$ cat src/rtl/xet_pkg.sv
package xet_pkg;

  // limits of the open-element name stack
  localparam int MaxDepth  = 16;
  localparam int MaxName   = 32;
  localparam int StoreSize = MaxDepth * MaxName;

  localparam int DepthW = 5;                      // open_count field width
  localparam int IdxW   = $clog2(MaxName + 2);    // name index, saturates at MaxName + 1
  localparam int RowW   = $clog2(MaxDepth);
  localparam int ColW   = $clog2(MaxName);
  localparam int AddrW  = RowW + ColW;

  localparam int MaxEvents = 3;                   // events per input byte at most

  // event codes
  localparam logic [3:0] EvTextChar    = 4'd0;
  localparam logic [3:0] EvTextEnd     = 4'd1;
  localparam logic [3:0] EvTagChar     = 4'd2;
  localparam logic [3:0] EvTagEnd      = 4'd3;
  localparam logic [3:0] EvAttrChar    = 4'd4;
  localparam logic [3:0] EvAttrEnd     = 4'd5;
  localparam logic [3:0] EvValueChar   = 4'd6;
  localparam logic [3:0] EvValueEnd    = 4'd7;
  localparam logic [3:0] EvOpen        = 4'd8;
  localparam logic [3:0] EvDone        = 4'd9;
  localparam logic [3:0] EvCommentChar = 4'd10;
  localparam logic [3:0] EvCommentEnd  = 4'd11;
  localparam logic [3:0] EvError       = 4'd12;
  localparam logic [3:0] EvAccepted    = 4'd13;

  typedef struct packed {
    logic [3:0]        kind;
    logic [7:0]        data;
    logic [DepthW-1:0] count;
  } event_t;

  // all events caused by one input byte
  typedef struct packed {
    logic [1:0]                 num;
    event_t [MaxEvents-1:0]     ev;
  } bundle_t;

endpackage

$ cat src/rtl/xet_back.sv
module xet_back (
  input  logic                       clk_i,
  input  logic                       rst_ni,
  input  logic                       push_i,
  input  xet_pkg::bundle_t           bundle_i,
  output logic                       full_o,
  output logic                       out_valid_o,
  input  logic                       out_ready_i,
  output logic [3:0]                 event_res_o,
  output logic [7:0]                 data_byte_o,
  output logic [xet_pkg::DepthW-1:0] open_count_o,
  output logic                       run_last_o
);

  xet_pkg::bundle_t mem_q [2];
  logic             wr_q, rd_q;
  logic [1:0]       cnt_q, sub_q;
  xet_pkg::bundle_t head;
  logic             last, pop;

  assign head         = mem_q[rd_q];
  assign full_o       = cnt_q == 2'd2;
  assign out_valid_o  = cnt_q != 2'd0;
  assign last         = sub_q == head.num - 2'd1;
  assign pop          = out_valid_o && out_ready_i && last;
  assign event_res_o  = head.ev[sub_q].kind;
  assign data_byte_o  = head.ev[sub_q].data;
  assign open_count_o = head.ev[sub_q].count;
  assign run_last_o   = last;

  always_ff @(posedge clk_i or negedge rst_ni) begin
    if (!rst_ni) begin
      wr_q  <= 1'b0;
      rd_q  <= 1'b0;
      cnt_q <= 2'd0;
      sub_q <= 2'd0;
    end else begin
      if (push_i) wr_q <= !wr_q;
      if (pop) rd_q <= !rd_q;
      cnt_q <= cnt_q + {1'b0, push_i} - {1'b0, pop};
      if (out_valid_o && out_ready_i) sub_q <= last ? 2'd0 : sub_q + 2'd1;
    end
  end

  always_ff @(posedge clk_i) begin
    if (push_i) mem_q[wr_q] <= bundle_i;
  end

endmodule

$ cat config.mk
export PLATFORM = sky130hd
export DESIGN_NAME = xet_back
export DESIGN_NICKNAME = d
export VERILOG_FILES = /design/src/rtl/xet_pkg.sv /design/src/rtl/xet_back.sv
export SDC_FILE = /design/constraint.sdc
export NUM_CORES = 1
export LEC_CHECK = 0
export CELL_PAD_IN_SITES_DETAIL_PLACEMENT = 1
export CELL_PAD_IN_SITES_GLOBAL_PLACEMENT = 2
export CORE_ASPECT_RATIO = 1.75
export CORE_MARGIN = 4
export CORE_UTILIZATION = 46
export CTS_CLUSTER_SIZE = 20
export DETAILED_ROUTE_END_ITERATION = 7
export DONT_BUFFER_PORTS = 1
export PLACE_DENSITY_LB_ADDON = 0.1
export SLEW_MARGIN = 20
export SYNTH_ARGS = -nofsm -noshare
export SYNTH_HDL_FRONTEND = slang
export SYNTH_SLANG_ARGS = --single-unit
$ cat constraint.sdc
create_clock -name clk_i -period 4.65 [get_ports clk_i]
set_input_delay 0.6975 -clock clk_i [delete_from_list [all_inputs] [get_ports clk_i]]
set_output_delay 0.6975 -clock clk_i [all_outputs]
set_load 0.005 [all_outputs]
[Yosys cells after proc, flatten, opt, wreduce, memory -nomap -nowiden]
Memory sizes are Yosys's and may differ from the RTL's.
Cells that the tools add are included.
Word-level totals
  register bits after elaboration: 6
  bits in writable memories: 106
  input bits: 57
  output and inout bits: 20
  logic and storage cells: 22
  memories: 1
Memory list
  mem_q: depth 2, bits a word 53, read ports 1, clocked after memory_dff 0, wr ports 1, line xet_back.sv:15  | xet_pkg::bundle_t mem_q [2];
Cells by class
  add/sub/neg operators: 4
  $lt $le $gt $ge: 1
  equal/unequal tests: 2
  muxes and demuxes: 5
  reduce and logical (&&, ||, !) cells: 5
Operators by type and width (count)
  binary-select mux 17 bit (select 2 bit): 1
  two-way mux 17 bit: 1
  less-than comparator 2 x 3 -> 1 bit, second input constant: 1
  adder 2 x 1 -> 2 bit: 1
  adder 2 x 1 -> 2 bit, second input constant: 1
  equality test 2 bit: 1
  equality test 2 bit, second input constant: 1
  logical AND 1 bit: 2
  zero test 1 bit: 2
  two-way mux 1 bit: 2
  two-way mux 2 bit: 1
  nonzero test 2 bit: 1
  subtractor 2 x 1 -> 2 bit: 1
  subtractor 2 x 1 -> 2 bit, second input constant: 1

[Logic depth before layout (Yosys ltp)]
Gate-level depths: netlist of run 1.
An unclocked memory read counts as a cell.
  depth in word-level cells: 5
  mapped depth: 10
  depth with buffers taken out: 9

[Worst setup path after synthesis of run 1]
No wires, ideal clock.
  kind: input to register
  start: in push_i
  end: mem mem_q[0][0] in the netlist's numbering (enable)
  setup time: 470 ps
  arrival: 3042 ps
  required time: 4180 ps
  slack: 1138 ps
  stages: 1
  path buffers: 0
  cells stage by stage: nor2b_1
On the way
  longest elaborated chain between the ends: 2
Ends and longest elaborated chain
  start, declared: line xet_back.sv:4  | input logic push_i,
  two-way mux 1 bit: line xet_back.sv:46  | if (push_i) mem_q[wr_q] <= bundle_i;
  two-way mux 1 bit (not written as such): line xet_back.sv:46
  end, declared: line xet_back.sv:15
Every way passes these cells.

[Final worst setup path of run 1]
  start: reg sub_q[1]
  end: out event_res_o[1]
On the way
  longest elaborated chain between the ends: 2
Ends and longest elaborated chain
  start, declared: line xet_back.sv:17  | logic [1:0] cnt_q, sub_q;
  start signal, assigned: line xet_back.sv:41  | if (out_valid_o && out_ready_i) sub_q <= last ? 2'd0 : sub_q + 2'd1;
  binary-select mux 17 bit (select 2 bit): line xet_back.sv:26  | assign event_res_o = head.ev[sub_q].kind;
  two-way mux 17 bit
  end, declared: line xet_back.sv:9  | output logic [3:0] event_res_o,
Every way passes these cells. The select of a mux whose other input is x is not followed.

==> results.tsv, run 1 <==
metric	value	unit
status	finished clean	
die area	11200	um^2
Routed wire per std cell	21.9	um
crit end category	output pin	
R2R Path Start	rd_q$_DFFE_PN0P_	
maximum VDD drop	0.371	mV
Setup WS post-layout	1.55	ns
chip width	81.8	um
All-Layer GR Usage	0.151	
Maximum Capacitance Violations	0	
post-route ant nets	0	
number of synthesized flops with an enable pin	106	
initial core utilization	0.476	
DPL Wire Length	5260	um
post-layout min period	3.10	ns
Post-synth ARST share	0.0536	
yosys warns	0	
Yosys cell types	31	
CTS tree	done	
Post-route DRC	0	
mapped cell area	4380	um^2
nets	286	
Post-CTS Repair Setup Buffers	0	
main flop type after synthesis	edfxtp_1	
ANT cells	0	
critical path class	reg2out	
Synth Area per Inst	19.6	um^2
Setup WS pre-CTS	1.78	ns
R2R setup slack	2.13	ns
first-pass GRT wire length	12100	um
hold_buf cts	0	
port bufs	0	
drt total wl	7680	um
worst skew pair latency	0.33	ns
Cell Pwr Density	627	nW/um^2
Slew Limit Fails	0	
post-synthesis sequential area ratio	0.761	
CTS resizes	0	
DR pass1 iterations	4	
Worst Path Required	3.95	ns
Leakage	1.67	nW
Final setup viols	0	
initial antenna violation count	0	
RSZ-0062 raised after global routing	no	
H-Tree Depth	3	
Num CTS Buffers	9	
Worst R2R Path Depth	9	
Seq cells post-synth	112	
Area Growth Syn to Fin	9.23	%
Worst EP arrival	2.40	ns
Min Hold Slack	0.0586	ns
core region area	9210	um^2
syn nets	282	
Chip Height	137	um
Clk pin slew, worst setup/hold paths	0.06	ns
Worst slew margin	0.401	
Worst Tran Pin Value	0.899	ns
Final Cycle Share	0.667	
Root Buffer	clkbuf_16	
vias in the first global route	2265	
Mapped Cells	223	
Final TNS setup	0	ns
Startpoint Class	flop	
Via density	5.52	
crit-path max FO	21	
GPL Wtd Cong	0.637	
pin count of the biggest net entering global routing	54	
Hold Crit Class	in2async	
r2r endpoint	cnt_q[1]$_DFF_PN0_	
Initial DRC Count	128	
grt ovf	0	
vias	1939	
Highest Clock Rate	322	MHz
Clock Path Buffers	2	
fraction of layout cells with a size suffix above 1	0.160	
# IOs	77	
# rows	46	
clock sink count	112	
Worst Clk Skew	0.00674	ns
final hold vios	0	
[through the flow]
| step | std cells | cell area (um^2) | utilization | power, W |
|---|---|---|---|---|
| 6_report | 351 | 4780 | 0.519 | 0.00300 |
| 4_1_cts | 351 | 4780 | 0.519 | 0.00306 |
| 3_5_place_dp | 336 | 4510 | 0.489 | 0.00234 |
| 5_1_grt | 351 | 4780 | 0.519 | 0.00318 |
| 2_1_floorplan | 223 | 4380 | - | 0.00214 |
| 3_3_place_gp | 336 | 4510 | 0.489 | 0.00229 |
[registers in the layout (all words and copies together) (netlist names)]
| register | flops |
|---|---|
| mem_q | 106 |
| cnt_q | 2 |
| sub_q | 2 |
| rd_q | 1 |
| wr_q | 1 |
[logic make-up after synthesis]
family,count (synthesis),share of synthesized area
adder cells (fa/ha/maj),2,0.00571
AND/OR/NAND/NOR,12,0.0154
multiplexers,37,0.140
XOR/XNOR,5,0.0117
AO/OA/AOI/OAI,24,0.0340
buffers and inverters,31,0.0317
flip-flops,112,0.761
[layer usage]
layer | vias up | share of wire | GRT usage
li1 | 882 | - | -
met5 | - | 0 | 0
met3 | 7 | 0.073 | 0.0527
met4 | 0 | 0.013 | 0.0573
met2 | 54 | 0.55 | 0.252
met1 | 996 | 0.37 | 0.177
[cells in the mapped netlist, drive strengths merged, types with 2 or more instances]
cell type,n,share of area
edfxtp,106,0.73
inv,20,0.017
mux2i,20,0.049
mux4,17,0.091
o22ai,17,0.024
buf,7,0.011
dfrtp,6,0.034
clkbuf,4,0.0034
xnor2,4,0.0097
o21ai,3,0.0034
a31oi,2,0.0029
ha,2,0.0057
nand2,2,0.0017
nand2b,2,0.0029
nor2b,2,0.0029
[worst max-delay path, cell delays in order, from the launching register on]
cell      delay [ns]
dfrtp_1         0.93
nand2b_1        0.70
o22ai_1         0.43
[power by group]
group,total (W),switching [W],internal [W],leakage [nW]
combinational,0.000780,0.000418,0.000362,0.467
sequential,0.00150,0.000158,0.00135,1.06
clock,0.000714,0.000304,0.000410,0.140
total,0.00300,0.000880,0.00212,1.67
[worst max-delay path by stage]
stage	startpoint	endpoint
3_3_place_gp	sub_q[0]$_DFFE_PN0N_	event_res_o[2]
4_1_cts	sub_q[1]$_DFFE_PN0N_	event_res_o[1]
6_report	sub_q[1]$_DFFE_PN0N_	event_res_o[1]
5_1_grt	sub_q[0]$_DFFE_PN0N_	event_res_o[1]
3_5_place_dp	sub_q[1]$_DFFE_PN0N_	event_res_o[1]
2_1_floorplan	push_i	mem_q[0][0]$_DFFE_PP_
[cell type report]
type                    count  area (um^2)
clock buffers              10          229
clock inverters             5         48.8
fillers                   827         4430
inverters                  20         75.1
multi-input cells          80          916
flip-flops and latches    112         3330
well taps                 120          150
repair buffers              4         30.0
[cells in the final DEF (no fill, tap or decap), drive strengths merged, types with 2 or more instances in the layout]
master and n:
o21ai 3, ha 2, xnor2 4, nand2b 2
mux2i 20, dfrtp 6, clkbuf 10, nand2 2
mux4 17, clkinv 4, buf 4, edfxtp 106
nor2b 2, o22ai 17, inv 20, a31oi 2
(Power assumes the default switching activity.)
==> run 2, diff against run 1 <==
--- a/config.mk
+++ b/config.mk
@@ -9,7 +9,7 @@
 export CELL_PAD_IN_SITES_GLOBAL_PLACEMENT = 2
 export CORE_ASPECT_RATIO = 1.75
 export CORE_MARGIN = 4
-export CORE_UTILIZATION = 46
+export CORE_UTILIZATION = 42
 export CTS_CLUSTER_SIZE = 20
 export DETAILED_ROUTE_END_ITERATION = 7
 export DONT_BUFFER_PORTS = 1
==> constraint.sdc (replaced) <==
create_clock -name clk_i -period 2.75 [get_ports clk_i]
set_input_delay 0.4125 -clock clk_i [delete_from_list [all_inputs] [get_ports clk_i]]
set_output_delay 0.4125 -clock clk_i [all_outputs]
set_load 0.005 [all_outputs]
==> results.tsv, run 2 (synthesis gave the netlist of run 1 again) <==
metric	value	unit	change
final core area utilization	0.474		-0.0459
Maximum Capacitance Violations	0		unchanged
fraction of layout cells with a size suffix above 1	0.181		+0.0205
post-layout min period	2.37	ns	
Worst EP arrival	1.96	ns	-0.44 ns
leading cell type in the layout, fill and taps excluded	edfxtp_1		
critical path class	reg2out		
Chip Height	143	um	+4.4%
status	finished clean		
DR pass1 iterations	4		unchanged
initial antenna violation count	0		unchanged
Cell Pwr Density	1060	nW/um^2	+69%
Min Hold Slack	0.156	ns	+0.0975 ns
pin count of the biggest net entering global routing	54		unchanged
Clk pin slew, worst setup/hold paths	0.07	ns	about the same
All-Layer GR Usage	0.141		-0.00987
Slew Limit Fails	0		unchanged
Worst Path Required	2.34	ns	-1.61 ns
initial core utilization	0.428		-0.0478
DPL Wire Length	5690	um	+8.2%
port bufs	0		unchanged
vias in the first global route	2265		unchanged
Setup WS pre-CTS	0.588	ns	-1.19 ns
die area	12200	um^2	+8.8%
Design Area, Final	4850	um^2	+1.4%
Initial DRC Count	64		-50%
Num CTS Buffers	9		unchanged
Startpoint Class	flop		
placed cell areas	4560	um^2	+1.3%
Largest register FFs	106		unchanged
crit-path max FO	20		-4.8%
Post-CTS Repair Setup Buffers	0		unchanged
Final setup viols	0		unchanged
chip width	85.2	um	+4.2%
Biggest register	mem_q		
Via density	5.38		-2.5%
Root Buffer	clkbuf_16		
nets	292		+2.1%
GPL Wtd Cong	0.744		+17%
Hold Crit Class	in2reg		
Leakage	1.69	nW	+1.2%
Area Growth Syn to Fin	10.7	%	
maximum VDD drop	0.618	mV	+67%
Worst Tran Pin Value	0.758	ns	-0.140 ns
Worst Clk Skew	0.00404	ns	-0.00270 ns
Regs by FF count	mem_q (106), cnt_q (2), sub_q (2)		
clock sink count	112		unchanged
Worst slew margin	0.493		+0.0923
commonest cells after routing, fill and taps aside	edfxtp_1 (106), inv_1 (20), mux2i_1 (18)		
core region area	10200	um^2	+11%
crit end category	output pin		
vias	1965		+1.3%
drt total wl	8170	um	+6.4%
Highest Clock Rate	422	MHz	
ANT cells	0		unchanged
worst skew pair latency	0.33	ns	about the same
final hold vios	0		unchanged
Post-route DRC	0		unchanged
Final Cycle Share	0.861		
CTS tree	done		
Setup WS post-layout	0.382	ns	-1.17 ns
# rows	49		+6.5%
fillcell total	959		+16%
Final TNS setup	0	ns	unchanged
RSZ-0062 raised after global routing	no		
grt ovf	0		unchanged
post-route ant nets	0		unchanged
# IOs	77		unchanged
first-pass GRT wire length	12600	um	+4.0%
Routed wire per std cell	22.4	um	+2.3%
Clock Path Buffers	2		unchanged
H-Tree Depth	3		unchanged
==> run 2: changes by cell type in the layout (fill, tap and decap cells not counted) <==
cell | before | now
buf_12 | 0 | 1
buf_4 | 4 | 8
bufinv_16 | 1 | 0
clkinv_2 | 3 | 0
clkinv_4 | 0 | 2
clkinvlp_4 | 0 | 2
dlygate4sd3_1 | 0 | 1
inv_6 | 0 | 1
==> run 2: area by class of cell <==
cell class                      count  area (um^2)  share of cell area
Tap cell                          127          159              0.0328
Inverter                           20         75.1              0.0155
Timing Repair Buffer               10         90.1              0.0186
Clock inverter                      6         45.0             0.00929
Sequential cell                   112         3330               0.688
Clock buffer                       10          229              0.0472
Multi-Input combinational cell     80          916               0.189
==> run 2: metal layers <==
| metal | vias up | track usage | part of all wire |
|---|---|---|---|
| met5 | - | 0 | 0 |
| met4 | 0 | 0.0509 | 0.016 |
| met3 | 12 | 0.0618 | 0.088 |
| met2 | 61 | 0.253 | 0.56 |
| met1 | 995 | 0.143 | 0.34 |
| li1 | 897 | - | - |
==> run 2: per-stage QoR <==
| stage | power, W | std cells |
|---|---|---|
| floorplan | 0.00362 | 223 |
| global placement | 0.00394 | 348 |
| detailed placement | 0.00403 | 348 |
| CTS | 0.00522 | 365 |
| global route | 0.00544 | 365 |
| finish | 0.00513 | 365 |
==> run 2: what timing repair did <==
action	CTS	global route
hold endpoints to repair	6	0
resized for setup	0	0
hold buffers	1	0
==> run 2: critical path, cell delays in order, from the launching register on <==
cell and delay [ns]:
dfrtp_1 0.41, buf_4 0.31, nand2b_1 0.34, buf_4 0.30, o22ai_1 0.26
==> run 2: final timing paths <==
kind                                            from                    to  slack (ns)  cells after the start
max in group asynchronous                     rst_ni      rd_q$_DFFE_PN0P_        2.10                      1
worst min register to register      wr_q$_DFFE_PN0P_      wr_q$_DFFE_PN0P_        0.54                      1
worst min-delay path                          push_i      wr_q$_DFFE_PN0P_        0.16                      1
worst max register to register      rd_q$_DFFE_PN0P_    cnt_q[1]$_DFF_PN0_        0.58                      9
min in group asynchronous                     rst_ni  sub_q[0]$_DFFE_PN0N_        0.40                      1
worst max-delay path            sub_q[1]$_DFFE_PN0N_        event_res_o[2]        0.38                      4
==> run 2: power breakdown <==
part	internal (W)	switching, W
sequential	0.00228	0.000126
clock	0.000618	0.000564
combinational	0.000664	0.000877
